===== src/hw/rtl/assert_macros.svh =====
// Assertion macros used by the parser RTL.
`ifndef ASSERT_MACROS_SVH
`define ASSERT_MACROS_SVH

// Same-cycle implication, checked on the rising edge of clk outside reset.
`define ASSERT_IMPL(lbl, ante, cons, msg) \
    lbl: assert property (@(posedge clk) disable iff (!rst_n) (ante) |-> (cons)) \
        else $error(msg);

// Next-cycle implication, checked on the rising edge of clk outside reset.
`define ASSERT_NEXT(lbl, ante, cons, msg) \
    lbl: assert property (@(posedge clk) disable iff (!rst_n) (ante) |=> (cons)) \
        else $error(msg);

`endif


===== src/hw/rtl/dip_pkg.sv =====
// Types, codes and helper functions for the decimal integer field parser.
package dip_pkg;

    localparam int ACC_W   = 34;
    localparam int VALUE_W = 33;
    localparam int CNT_W   = 4;

    // number kinds
    localparam logic [1:0] KIND_U32 = 2'd0;
    localparam logic [1:0] KIND_U16 = 2'd1;
    localparam logic [1:0] KIND_U8  = 2'd2;
    localparam logic [1:0] KIND_I16 = 2'd3;

    // result reasons
    localparam logic [1:0] REASON_OK       = 2'd0;
    localparam logic [1:0] REASON_NO_DIGIT = 2'd1;
    localparam logic [1:0] REASON_TOO_LONG = 2'd2;
    localparam logic [1:0] REASON_RANGE    = 2'd3;

    // parser phases
    localparam logic [1:0] PH_IDLE   = 2'd0;
    localparam logic [1:0] PH_MINUS  = 2'd1;
    localparam logic [1:0] PH_DIGITS = 2'd2;

    localparam logic [7:0] CH_ZERO  = 8'h30;
    localparam logic [7:0] CH_NINE  = 8'h39;
    localparam logic [7:0] CH_MINUS = 8'h2d;

    localparam logic [CNT_W-1:0] DIGIT_LIMIT_U32 = 4'd10;
    localparam logic [CNT_W-1:0] DIGIT_LIMIT_U8  = 4'd3;
    localparam logic [CNT_W-1:0] DIGIT_LIMIT_16  = 4'd5;

    localparam logic [ACC_W-1:0] LIM_U32     = 34'h0_FFFF_FFFF;
    localparam logic [ACC_W-1:0] LIM_U16     = 34'd65535;
    localparam logic [ACC_W-1:0] LIM_U8      = 34'd255;
    localparam logic [ACC_W-1:0] LIM_I16_POS = 34'd32767;
    localparam logic [ACC_W-1:0] LIM_I16_NEG = 34'd32768;

    typedef struct packed {
        logic [7:0] ch;
        logic       at_end;
        logic [1:0] kind;
    } in_item_t;

    typedef struct packed {
        logic signed [VALUE_W-1:0] value;
        logic                      ok;
        logic [1:0]                reason;
    } out_item_t;

    function automatic logic [CNT_W-1:0] digit_limit(input logic [1:0] k);
        logic [CNT_W-1:0] m;
        unique case (k)
            KIND_U32: m = DIGIT_LIMIT_U32;
            KIND_U8:  m = DIGIT_LIMIT_U8;
            default:  m = DIGIT_LIMIT_16;
        endcase
        return m;
    endfunction

    function automatic logic [ACC_W-1:0] range_limit(input logic [1:0] k, input logic neg);
        logic [ACC_W-1:0] l;
        unique case (k)
            KIND_U32: l = LIM_U32;
            KIND_U16: l = LIM_U16;
            KIND_U8:  l = LIM_U8;
            default:  l = neg ? LIM_I16_NEG : LIM_I16_POS;
        endcase
        return l;
    endfunction

endpackage


===== src/hw/rtl/decimal_integer_field_parser.sv =====
// Decimal integer field parser: one ASCII character per request, one result per number.
// Takes one character request in every clock cycle unless a held result stalls; the result for a number is
// registered and shows on the out channel in the cycle after the request that ends
// the number (a non-digit, end of buffer, or a digit past the kind's limit). The
// ending character is not part of the number and starts nothing new. in_ready is
// low only while a held result is stalled by out_ready, so the rate is one request
// per cycle, set by the single register stage holding the parse state and the
// times-ten shift-add accumulator.
`include "assert_macros.svh"

module decimal_integer_field_parser (
    input  logic               clk,
    input  logic               rst_n,
    input  logic               in_valid,
    output logic               in_ready,
    input  dip_pkg::in_item_t  in_data,
    output logic               out_valid,
    input  logic               out_ready,
    output dip_pkg::out_item_t out_data
);
    import dip_pkg::*;

    logic [1:0]       phase_reg, phase_next;
    logic [ACC_W-1:0] acc_reg, acc_next;
    logic [CNT_W-1:0] cnt_reg, cnt_next;
    logic             neg_reg, neg_next;
    logic [1:0]       kind_reg, kind_next;
    logic             out_valid_reg;
    out_item_t        out_data_reg, res;

    logic             accept;
    logic             emit;
    logic             is_digit;
    logic [ACC_W-1:0] digit;
    logic [ACC_W-1:0] acc_x10;
    logic [ACC_W-1:0] lim;
    logic [CNT_W:0]   cnt_inc;

    assign in_ready  = !out_valid_reg || out_ready;
    assign accept    = in_valid && in_ready;
    assign out_valid = out_valid_reg;
    assign out_data  = out_data_reg;

    assign is_digit = !in_data.at_end && (in_data.ch >= CH_ZERO) && (in_data.ch <= CH_NINE);
    assign digit    = {{(ACC_W-4){1'b0}}, in_data.ch[3:0]};
    assign acc_x10  = (acc_reg << 3) + (acc_reg << 1);
    assign lim      = range_limit(kind_reg, neg_reg);
    assign cnt_inc  = {1'b0, cnt_reg} + {{CNT_W{1'b0}}, 1'b1};

    always_comb
    begin
        phase_next = phase_reg;
        acc_next   = acc_reg;
        cnt_next   = cnt_reg;
        neg_next   = neg_reg;
        kind_next  = kind_reg;
        emit       = 1'b0;
        res.value  = '0;
        res.ok     = 1'b0;
        res.reason = REASON_NO_DIGIT;

        unique case (phase_reg)
            PH_IDLE:
            begin
                kind_next = in_data.kind;
                if (!in_data.at_end && in_data.kind == KIND_I16 && in_data.ch == CH_MINUS)
                begin
                    neg_next   = 1'b1;
                    phase_next = PH_MINUS;
                end
                else if (!is_digit)
                begin
                    emit = 1'b1;
                end
                else
                begin
                    acc_next   = digit;
                    cnt_next   = CNT_W'(1);
                    phase_next = PH_DIGITS;
                end
            end
            PH_MINUS:
            begin
                if (!is_digit)
                begin
                    emit = 1'b1;
                end
                else
                begin
                    acc_next   = digit;
                    cnt_next   = CNT_W'(1);
                    phase_next = PH_DIGITS;
                end
            end
            PH_DIGITS:
            begin
                if (!is_digit)
                begin
                    emit = 1'b1;
                    if (acc_reg > lim)
                    begin
                        res.reason = REASON_RANGE;
                    end
                    else
                    begin
                        res.reason = REASON_OK;
                        res.ok     = 1'b1;
                        res.value  = (kind_reg == KIND_I16 && neg_reg)
                                   ? -$signed(acc_reg[VALUE_W-1:0])
                                   : $signed(acc_reg[VALUE_W-1:0]);
                    end
                end
                else if (cnt_inc > {1'b0, digit_limit(kind_reg)})
                begin
                    emit       = 1'b1;
                    res.reason = REASON_TOO_LONG;
                end
                else
                begin
                    acc_next = acc_x10 + digit;
                    cnt_next = cnt_inc[CNT_W-1:0];
                end
            end
            default:
            begin
                phase_next = PH_IDLE;
            end
        endcase

        // a finished number always returns the parser to idle
        if (emit)
        begin
            phase_next = PH_IDLE;
            acc_next   = '0;
            cnt_next   = '0;
            neg_next   = 1'b0;
        end
    end

    always_ff @(posedge clk or negedge rst_n)
    begin
        if (!rst_n)
        begin
            phase_reg     <= PH_IDLE;
            acc_reg       <= '0;
            cnt_reg       <= '0;
            neg_reg       <= 1'b0;
            kind_reg      <= KIND_U32;
            out_valid_reg <= 1'b0;
        end
        else
        begin
            if (accept)
            begin
                phase_reg <= phase_next;
                acc_reg   <= acc_next;
                cnt_reg   <= cnt_next;
                neg_reg   <= neg_next;
                kind_reg  <= kind_next;
            end
            if (accept && emit)
            begin
                out_valid_reg <= 1'b1;
            end
            else if (out_ready)
            begin
                out_valid_reg <= 1'b0;
            end
        end
    end

    always_ff @(posedge clk)
    begin
        if (accept && emit)
        begin
            out_data_reg <= res;
        end
    end

    `ASSERT_IMPL(a_ok_matches_reason, out_valid, out_data.ok == (out_data.reason == REASON_OK), "ok flag disagrees with reason")
    `ASSERT_IMPL(a_fail_value_zero, out_valid && !out_data.ok, out_data.value == '0, "failed result carries a nonzero value")
    `ASSERT_IMPL(a_digit_count_range, phase_reg == PH_DIGITS, cnt_reg != '0 && cnt_reg <= digit_limit(kind_reg), "digit count outside kind limit")
    `ASSERT_IMPL(a_minus_only_i16, phase_reg == PH_MINUS, neg_reg && kind_reg == KIND_I16 && acc_reg == '0, "minus phase without i16 sign state")
    `ASSERT_NEXT(a_emit_sets_valid, accept && emit, out_valid, "finished number produced no result")

endmodule


===== config.mk =====
export PLATFORM = sky130hd
export DESIGN_NAME = decimal_integer_field_parser
export DESIGN_NICKNAME = d
export VERILOG_FILES = /design/src/hw/rtl/dip_pkg.sv /design/src/hw/rtl/decimal_integer_field_parser.sv
export VERILOG_INCLUDE_DIRS = /design/src /design/src/hw/rtl
export SDC_FILE = /design/constraint.sdc
export NUM_CORES = 1
export LEC_CHECK = 0
export ABC_AREA = 1
export BUFFER_PORTS_ARGS = -buffer_cell sky130_fd_sc_hd__buf_2
export CORE_MARGIN = 5
export CORE_UTILIZATION = 57
export DETAILED_ROUTE_END_ITERATION = 12
export PLACE_DENSITY = 0.88
export SYNTH_ARGS = -nofsm -noshare
export SYNTH_HDL_FRONTEND = slang
export SYNTH_SLANG_ARGS = --single-unit

===== constraint.sdc =====
create_clock -name clk -period 8.7 [get_ports clk]
set_input_delay 1.305 -clock clk [delete_from_list [all_inputs] [get_ports clk]]
set_output_delay 1.305 -clock clk [all_outputs]
set_load 0.005 [all_outputs]

# --- After elaboration in Yosys (flattened, before gate mapping) ---
# Index checks and enable logic that the tools add are counted.
totals:
  register_bits: 80
  input_bits: 15
  out_inout_bits: 38
  elab_cells: 87
classes:
  n_addsub: 4
  order_cmp: 4
  n_eq_ne: 11
  muxes: 36
  bitwise: 1
  n_reduce_logical: 22
ops:
  columns: ["op", "count"]
  rows:
  - ["two-way mux 34 bit", 5]
  - ["case mux 34 bit (3 select lines)", 1]
  - ["case mux 32 bit (3 select lines)", 1]
  - ["adder 34 bit", 1]
  - ["adder 34 x 4 -> 34 bit", 1]
  - ["> comparator 34 bit", 1]
  - ["two-way mux 33 bit", 1]
  - ["negation 33 bit", 1]
  - ["two-way mux 4 bit", 7]
  - ["two-way mux 16 bit", 1]
  - ["two-way mux 2 bit", 6]
  - ["case mux 4 bit (3 select lines)", 1]
  - ["two-way mux 1 bit", 10]
  - ["!= test 3 bit, second input constant", 3]
  - ["equality test 2 bit, second input constant", 4]
  - ["equality test 8 x 6 -> 1 bit, second input constant", 1]
  - [">= comparator 8 x 6 -> 1 bit, second input constant", 1]
  - ["<= comparator 8 x 6 -> 1 bit, second input constant", 1]
  - ["case mux 4 bit (2 select lines)", 1]
  - ["logical AND 1 bit", 7]
  - ["case mux 2 bit (3 select lines)", 1]
  - ["nonzero test 2 bit", 3]
  - ["adder 4 x 1 -> 5 bit, second input constant", 1]
  - ["> comparator 5 x 4 -> 1 bit", 1]
  - ["13 further kinds", 17]

# --- Logic depth before layout (Yosys ltp) ---
# Gate-level depths: netlist (run 1).
depth:
  word_depth: 11
  ltp_mapped: 18
  mapped_depth_nobuf: 16

# --- Least setup slack after synthesis (run 1) ---
# OpenSTA, ideal clock, no wires.
synth_path:
  path_kind: "input to register"
  from: "input port in_data[6] in the netlist's numbering"
  to: "register out_data_reg (netlist bit out_data[0]), enable pin"
  setup_time_ns: 0.391
  arrival_ns: 2.796
  required_time_ns: 8.309
  slack_ns: 5.514
  path_stages: 10
  path_buffers: 0
  cell_sequence: "nand2_1 nand3_1 nor2_1 inv_2 nor2_1 nand2_1 nand2_1 nand2_1 nand2_1 inv_1"
synth_via:
  elab_chain_len: 7
  elab_cells_between_ends: 11
  cone_classes: "2 x order compare; 1 x eq/ne; 4 x mux; 4 x reduce/logical"
synth_lines:
  columns: ["item", "line", "rtl"]
  rows:
  - ["from (decl)", "decimal_integer_field_parser.sv:16", "input dip_pkg::in_item_t in_data,"]
  - [">= comparator 8 x 6 -> 1 bit", "decimal_integer_field_parser.sv:44", "assign is_digit = !in_data.at_end && (in_data.ch >= CH_ZERO) && (in_data.ch <= CH_NINE);"]
  - ["logical AND 1 bit (2 in a row)", "decimal_integer_field_parser.sv:44", null]
  - ["two-way mux 1 bit", "decimal_integer_field_parser.sv:71, decimal_integer_field_parser.sv:84", null]
  - ["two-way mux 1 bit", "decimal_integer_field_parser.sv:66", "if (!in_data.at_end && in_data.kind == KIND_I16 && in_data.ch == CH_MINUS)"]
  - ["case mux 1 bit (3 select lines) (*)", "decimal_integer_field_parser.sv:62", "unique case (phase_reg)"]
  - ["logical AND 1 bit (*)", "decimal_integer_field_parser.sv:174", "if (accept && emit)"]
  - ["to (signal assigned)", "decimal_integer_field_parser.sv:176", "out_data_reg <= res;"]
  - ["to (decl)", "decimal_integer_field_parser.sv:29", "out_item_t out_data_reg, res;"]
# Mark *: on every way between the ends. The rest lies on a longest branch, timed or not.
# A chain may end at the register's enable or synchronous reset.

# --- Worst setup path after layout (run 1) ---
layout_path:
  from: "register kind_reg[0]"
  to: "register out_data_reg (netlist bit out_data[8]), enable pin"
layout_via:
  elab_chain_len: 9
  elab_cells_between_ends: 10
  cone_classes: "1 x order compare; 1 x eq/ne; 6 x mux; 2 x reduce/logical"
layout_lines:
  columns: ["item", "line", "rtl"]
  rows:
  - ["from (decl)", "decimal_integer_field_parser.sv:27", "logic [1:0] kind_reg, kind_next;"]
  - ["from (signal assigned)", "decimal_integer_field_parser.sv:159", "kind_reg <= kind_next;"]
  - ["equality test 2 bit / logical NOT 2 bit (equally long branches)", "dip_pkg.sv:53", "unique case (k)"]
  - ["case mux 4 bit (2 select lines) (*)", "dip_pkg.sv:53", null]
  - ["two-way mux 4 bit (*)", "decimal_integer_field_parser.sv:97", "if (!is_digit)"]
  - ["two-way mux 4 bit (*)", "decimal_integer_field_parser.sv:62", null]
  - ["> comparator 5 x 4 -> 1 bit (*)", "decimal_integer_field_parser.sv:113", "else if (cnt_inc > {1'b0, digit_limit(kind_reg)})"]
  - ["two-way mux 1 bit (*)", "decimal_integer_field_parser.sv:113", null]
  - ["two-way mux 1 bit (*)", "decimal_integer_field_parser.sv:97", null]
  - ["case mux 1 bit (3 select lines) (*)", "decimal_integer_field_parser.sv:62", null]
  - ["logical AND 1 bit (*)", "decimal_integer_field_parser.sv:174", null]
# Mark *: on every way between the ends. The rest lies on a longest branch, timed or not. The select of a mux whose other input is x is not followed.

==> reports/metrics.yaml, run 1 <==
status: "completed"
core_area_sq_um: 13200
seqPwrFrac_pct: 45.6
wire_per_inst_microns: 15.5
yosys.area_share.simple_pct: 32.0
wirelength_microns: 20700
clkPwrFrac_pct: 42.4
antenna_found_initial: 0
place_congestion: 0.974
synth_area_sq_um: 7670
drt_pass1_iterations: 6
holdWs_ns: 0.493
cts_setup_buffers: 0
io_pins: 53
fin_util_pct: 63.3
drc_errors: 0
yosysMostFrequentCell: "nand2_1"
ys_ff_latch: 80
r2r_cells: 11
num_rows: 42
syn_nets: 1216
place_worst_setup_slack_ns: 4.99
fin_crit_ns: 3.74
power.switching_uw: 250
clock_latency_ns: 0.36
cts_max_level: 3
fin_nets: 1269
setup_slack_ns: 4.96
yosys-top-cells-count: "nand2_1 (342), inv_1 (156), nor2_1 (115), ha_1 (100), nand3_1 (63)"
p_int_uw: 656
holdBufCountCts: 0
grt_pass1_vias: 7040
worstReg2RegEnd: "out_data[8]$_SDFFCE_PP0P_"
maxSlewHeadroom_pct: 17.4
grt_usage_pct: 26.3
hpwl_microns: 16100
area_growth_pct: 9.25
dieArea_sq_um: 15900
slew_viol_final: 0
switching_share_pct: 27.6
r2r_slack_ns: 4.96
skew_ns: 0.00932
yosysWarnings: 0
post_cts_resized: 0
synth_mux_area_share_pct: 0.783
num_vias: 7508
p_leak_nw: 4.66
cp.required_ns: 8.67
tightest_slew_ns: 1.24
n_fill_cell: 1151
synth_top_family_by_area: "simple AND/OR/NAND/NOR gates"
cts_buffers: 9
route.detailed.vias_per_inst: 5.63
synthAdderAreaFrac_pct: 16.8
gr-total-overflow: 0
synth_compound_area_share_pct: 8.29
worstReg2RegStart: "kind_reg[0]$_DFFE_PN0P_"
ys_types: 40
largest_reg_flops: 36
powerDensity_nw_per_um2: 108
cts.sinks: 80
diodes: 0
min_to: "kind_reg[1]$_DFFE_PN0P_"
path_max_fanout: 36
grt_pass1_wl_microns: 33800
cts_max_path_buffers: 2
tritoncts: "built"
report.power.total_uw: 906
async_reset_ff_share_pct: 55.0
power_frac_comb_pct: 11.9
drt_iter0_markers: 863
yosysSeqAreaShare_pct: 28.5
synth-xor-area-share_pct: 4.68
yosysTopAreaCell: "nand2_1"
maxClockFrequency_mhz: 267
critPathArrivalTime_ns: 3.71
syn_area_per_cell_sq_um: 6.98
die_w_microns: 126
cp-end-kind: "flip-flop"
rsz0062_at_grt: "false"
root_buffer: "clkbuf_16"
synth_top_area_share_pct: 16.7
fin_tns_setup_ns: 0
hold_path_class: "reg -> reg"
worstHoldPathCells: 2
ys_top_cells_by_area: "nand2_1 (17%), ha_1 (16%), dfrtp_1 (14%)"
synth_edf_count: 36
antenna_left: 0
drive_gt1_share_pct: 7.95
min_from: "kind_reg[1]$_DFFE_PN0P_"
hold_violations: 0
syn_inst: 1099
critPathKind: "reg -> reg"
setup_violations: 0
synth_flop_cell: "dfrtp_1"
die_y_microns: 126
ir_drop_mv: 0.0790
cts.reportedPaths.clkPinSlew_ns: 0.07
startpoint_type: "flip-flop"
grt_max_degree: 45
initial_core_util_pct: 57.9
max_cap_violations: 0
period_share_pct: 43.0
io_buffers: 52
[routing by layer]
metal	global-route usage [%]	part of all wire [%]
met5	0	0
met4	13.7	4.8
met3	4.23	9.3
met2	42.8	45
met1	33.8	41
[critical path: stages (launching register included)]
cell and delay, ns:
dfrtp_1 0.42, inv_1 0.15, nand2_1 0.43, ha_1 0.51, nand2_1 0.07, o21ai_0 0.14, o21ai_0 0.12, nand2_1 0.13
nand2_1 0.13, nand2_1 0.22, nand2_1 0.10, inv_1 0.90
[through the flow]
step	area (sq um)	cells
3_5_place_dp	8080	1317
4_1_cts	8380	1333
2_1_floorplan	7670	1099
3_3_place_gp	8080	1317
5_1_grt	8380	1333
6_report	8380	1333
[placed cells by master (no fill, tap or decap), types with 10 or more instances in the layout]
cell type | Yosys | final
a21oi_1 | 48 | 48
buf_2 | 6 | 52
clkbuf_16 | 0 | 10
dfrtp_1 | 44 | 44
edfxtp_1 | 36 | 36
ha_1 | 100 | 100
inv_1 | 156 | 156
nand2_1 | 342 | 342
nand3_1 | 63 | 63
nand4_1 | 24 | 24
nor2_1 | 115 | 115
nor2_2 | 10 | 10
nor3_1 | 10 | 10
o21ai_0 | 35 | 35
o22ai_1 | 12 | 12
xnor2_1 | 14 | 14
xor2_1 | 27 | 27
[power by group through the flow]
stage	clock network [mW]	logic, mW	registers, mW
6_report	0.384	0.108	0.413
3_5_place_dp	0	0.106	0.421
3_3_place_gp	0	0.101	0.420
5_1_grt	0.400	0.123	0.415
2_1_floorplan	0	0.0676	0.421
4_1_cts	0.385	0.107	0.413
[worst max-delay path by stage]
stage	start	to	slack, ns	cells after the start
after floorplan	in_data[6]	out_data[0]$_SDFFCE_PP1P_	5.51	10
after global placement	in_data[6]	out_data[12]$_SDFFCE_PP0P_	5.12	11
after detailed placement	in_data[6]	out_data[12]$_SDFFCE_PP0P_	4.99	11
after CTS	kind_reg[0]$_DFFE_PN0P_	out_data[4]$_SDFFCE_PP0P_	4.98	11
after global routing	kind_reg[0]$_DFFE_PN0P_	out_data[4]$_SDFFCE_PP0P_	4.56	11
final	kind_reg[0]$_DFFE_PN0P_	out_data[8]$_SDFFCE_PP0P_	4.96	11
[logic make-up after synthesis]
logic type,Yosys count
AO/OA/AOI/OAI,115
XOR/XNOR,41
adder cells (fa/ha/maj),102
buffers and inverters,173
flip-flops,80
multiplexers,6
AND/OR/NAND/NOR,582
[final cells by class]
cell class / instances / area (sq um) / area share (%)
tap: 176 / 220 / 2.63
timing repair buffer: 53 / 268 / 3.20
clock buffer: 10 / 250 / 2.99
inverter: 162 / 608 / 7.26
sequential: 80 / 2180 / 26.0
multi-input combinational: 846 / 4800 / 57.3
clock inverter: 6 / 50.0 / 0.597
Power figures use the tool's default switching activity.
==> run 2, diff against run 1 <==
==> constraint.sdc (replaced) <==
create_clock -name clk -period 3.7 [get_ports clk]
set_input_delay 0.555 -clock clk [delete_from_list [all_inputs] [get_ports clk]]
set_output_delay 0.555 -clock clk [all_outputs]
set_load 0.005 [all_outputs]
==> reports/metrics.yaml, run 2 (synthesis gave the netlist of run 1 again) <==
drt-met1-wl_microns: 8730  # +3.3%
hold_violations: 0  # unchanged
largest_reg_flops: 36  # unchanged
drt_pass1_iterations: 6  # unchanged
num_rows: 42  # unchanged
p_leak_nw: 4.68  # +0.48%
root_buffer: "clkbuf_16"
holdBufCountCts: 0  # unchanged
route.detailed.vias_per_inst: 5.63  # about the same
wl_met3_microns: 1670  # -13%
cp-end-kind: "flip-flop"
grt_pass1_wl_microns: 34800  # +2.8%
antenna_found_initial: 0  # unchanged
startpoint_type: "flip-flop"
grt_pass1_vias: 7394  # +5.0%
tritoncts: "built"
path_max_fanout: 36  # unchanged
fin_crit_ns: 2.94  # -0.804 ns
hpwl_microns: 16700  # +3.4%
cts.reportedPaths.clkPinSlew_ns: 0.06  # about the same
cts_setup_buffers: 0  # unchanged
max_cap_violations: 0  # unchanged
final_area_sq_um: 8420  # +0.52%
wire_per_inst_microns: 15.8  # +1.8%
ir_drop_mv: 0.221  # +180%
die_w_microns: 126  # unchanged
grt_max_degree: 45  # unchanged
antenna_left: 0  # unchanged
wirelength_microns: 21100  # +2.1%
cts_max_level: 3  # unchanged
status: "completed"
diodes: 0  # unchanged
cts_max_path_buffers: 2  # unchanged
io_pins: 53  # unchanged
slew_viol_final: 0  # unchanged
initial_core_util_pct: 57.9  # unchanged
place_congestion: 0.964  # -1.1%
met2_length_microns: 9810  # +5.2%
critPathKind: "reg -> reg"
die_y_microns: 126  # unchanged
maxClockFrequency_mhz: 340  # +27%
post_cts_resized: 0  # unchanged
topRoutingLayerUsed: "met4"
core_area_sq_um: 13200  # unchanged
area_growth_pct: 9.82
drc_errors: 0  # unchanged
critPathArrivalTime_ns: 2.95  # -0.76 ns
io_buffers: 52  # unchanged
gr-total-overflow: 0  # unchanged
drive_gt1_share_pct: 8.10  # +0.14 points
clock_latency_ns: 0.36  # about the same
r2r_slack_ns: 0.76  # -4.20 ns
fin_tns_setup_ns: 0  # unchanged
tightest_slew_ns: 1.07  # -0.163 ns
cts.sinks: 80  # unchanged
final_cell_mix: "nand2_1 (342), inv_1 (156), nor2_1 (115)"
rsz0062_at_grt: "false"
hold_path_class: "in -> async"
setup_violations: 0  # unchanged
grt_usage_pct: 26.9  # +0.61 points
final_common_cell: "nand2_1"
skew_ns: 0.00542  # -0.00390 ns
num_vias: 7525  # +0.23%
maxSlewHeadroom_pct: 28.3  # +11 points
dieArea_sq_um: 15900  # unchanged
powerDensity_nw_per_um2: 261  # +140%
place_area_sq_um: 8110  # +0.37%
drt_iter0_markers: 682  # -21%
cts_buffers: 9  # unchanged
period_share_pct: 79.4  # +36 points
fin_nets: 1273  # +0.32%
cp.required_ns: 3.71  # -4.96 ns
-- run 2: critical path: stages (launching register included) --
cell     delay (ns)
dfrtp_1        0.44
ha_1           0.25
xor2_1         0.17
ha_1           0.29
nand2_1        0.05
o21ai_0        0.14
o21ai_0        0.12
nand2_1        0.14
nand2_1        0.14
nand2_1        0.26
nand2_1        0.12
inv_1          0.08
buf_4          0.38
-- run 2: routing by layer --
metal | track usage [%] | up-vias
li1 | - | 3698
met1 | 34.6 | 3412
met2 | 44.9 | 339
met3 | 3.51 | 76
met4 | 12.9 | 0
met5 | 0 | -
-- run 2: final cells by class --
type                    count  area [sq um]
fillers                  1194          4820
multi-input cells         846          4800
flip-flops and latches     80          2180
inverters                 162           608
repair buffers             57           298
clock buffers              10           229
well taps                 176           220
clock inverters             6          85.1
-- run 2: power breakdown --
part | total [mW] | internal (mW) | switching, mW
clock network | 0.967 | 0.589 | 0.378
registers | 0.971 | 0.959 | 0.0113
logic | 0.260 | 0.0847 | 0.175
-- run 2: worst paths after layout --
kind                                    startpoint                        end  cells after the start
hold reg to reg            kind_reg[1]$_DFFE_PN0P_    kind_reg[1]$_DFFE_PN0P_                      2
min in group clk                        in_data[3]     acc_reg[0]$_DFFE_PN0P_                      3
hold / removal                               rst_n   phase_reg[1]$_DFFE_PN0P_                      1
setup reg to reg            cnt_reg[0]$_DFFE_PN0P_  out_data[5]$_SDFFCE_PP0P_                     12
setup / recovery            cnt_reg[0]$_DFFE_PN0P_  out_data[5]$_SDFFCE_PP0P_                     12
max in group asynchronous                    rst_n     acc_reg[8]$_DFFE_PN0P_                      1
-- run 2: per-stage QoR --
step                cells  power [mW]  setup slack [ns]  hold WS [ns]  utilization [%]
floorplan            1099        1.15             0.563         0.259                -
global placement     1321        1.23             0.860         0.470             61.2
detailed placement   1321        1.24             0.792         0.484             61.2
CTS                  1337        2.20             0.795         0.429             63.6
global route         1337        2.27             0.471         0.496             63.6
finish               1337        2.20             0.763         0.396             63.6
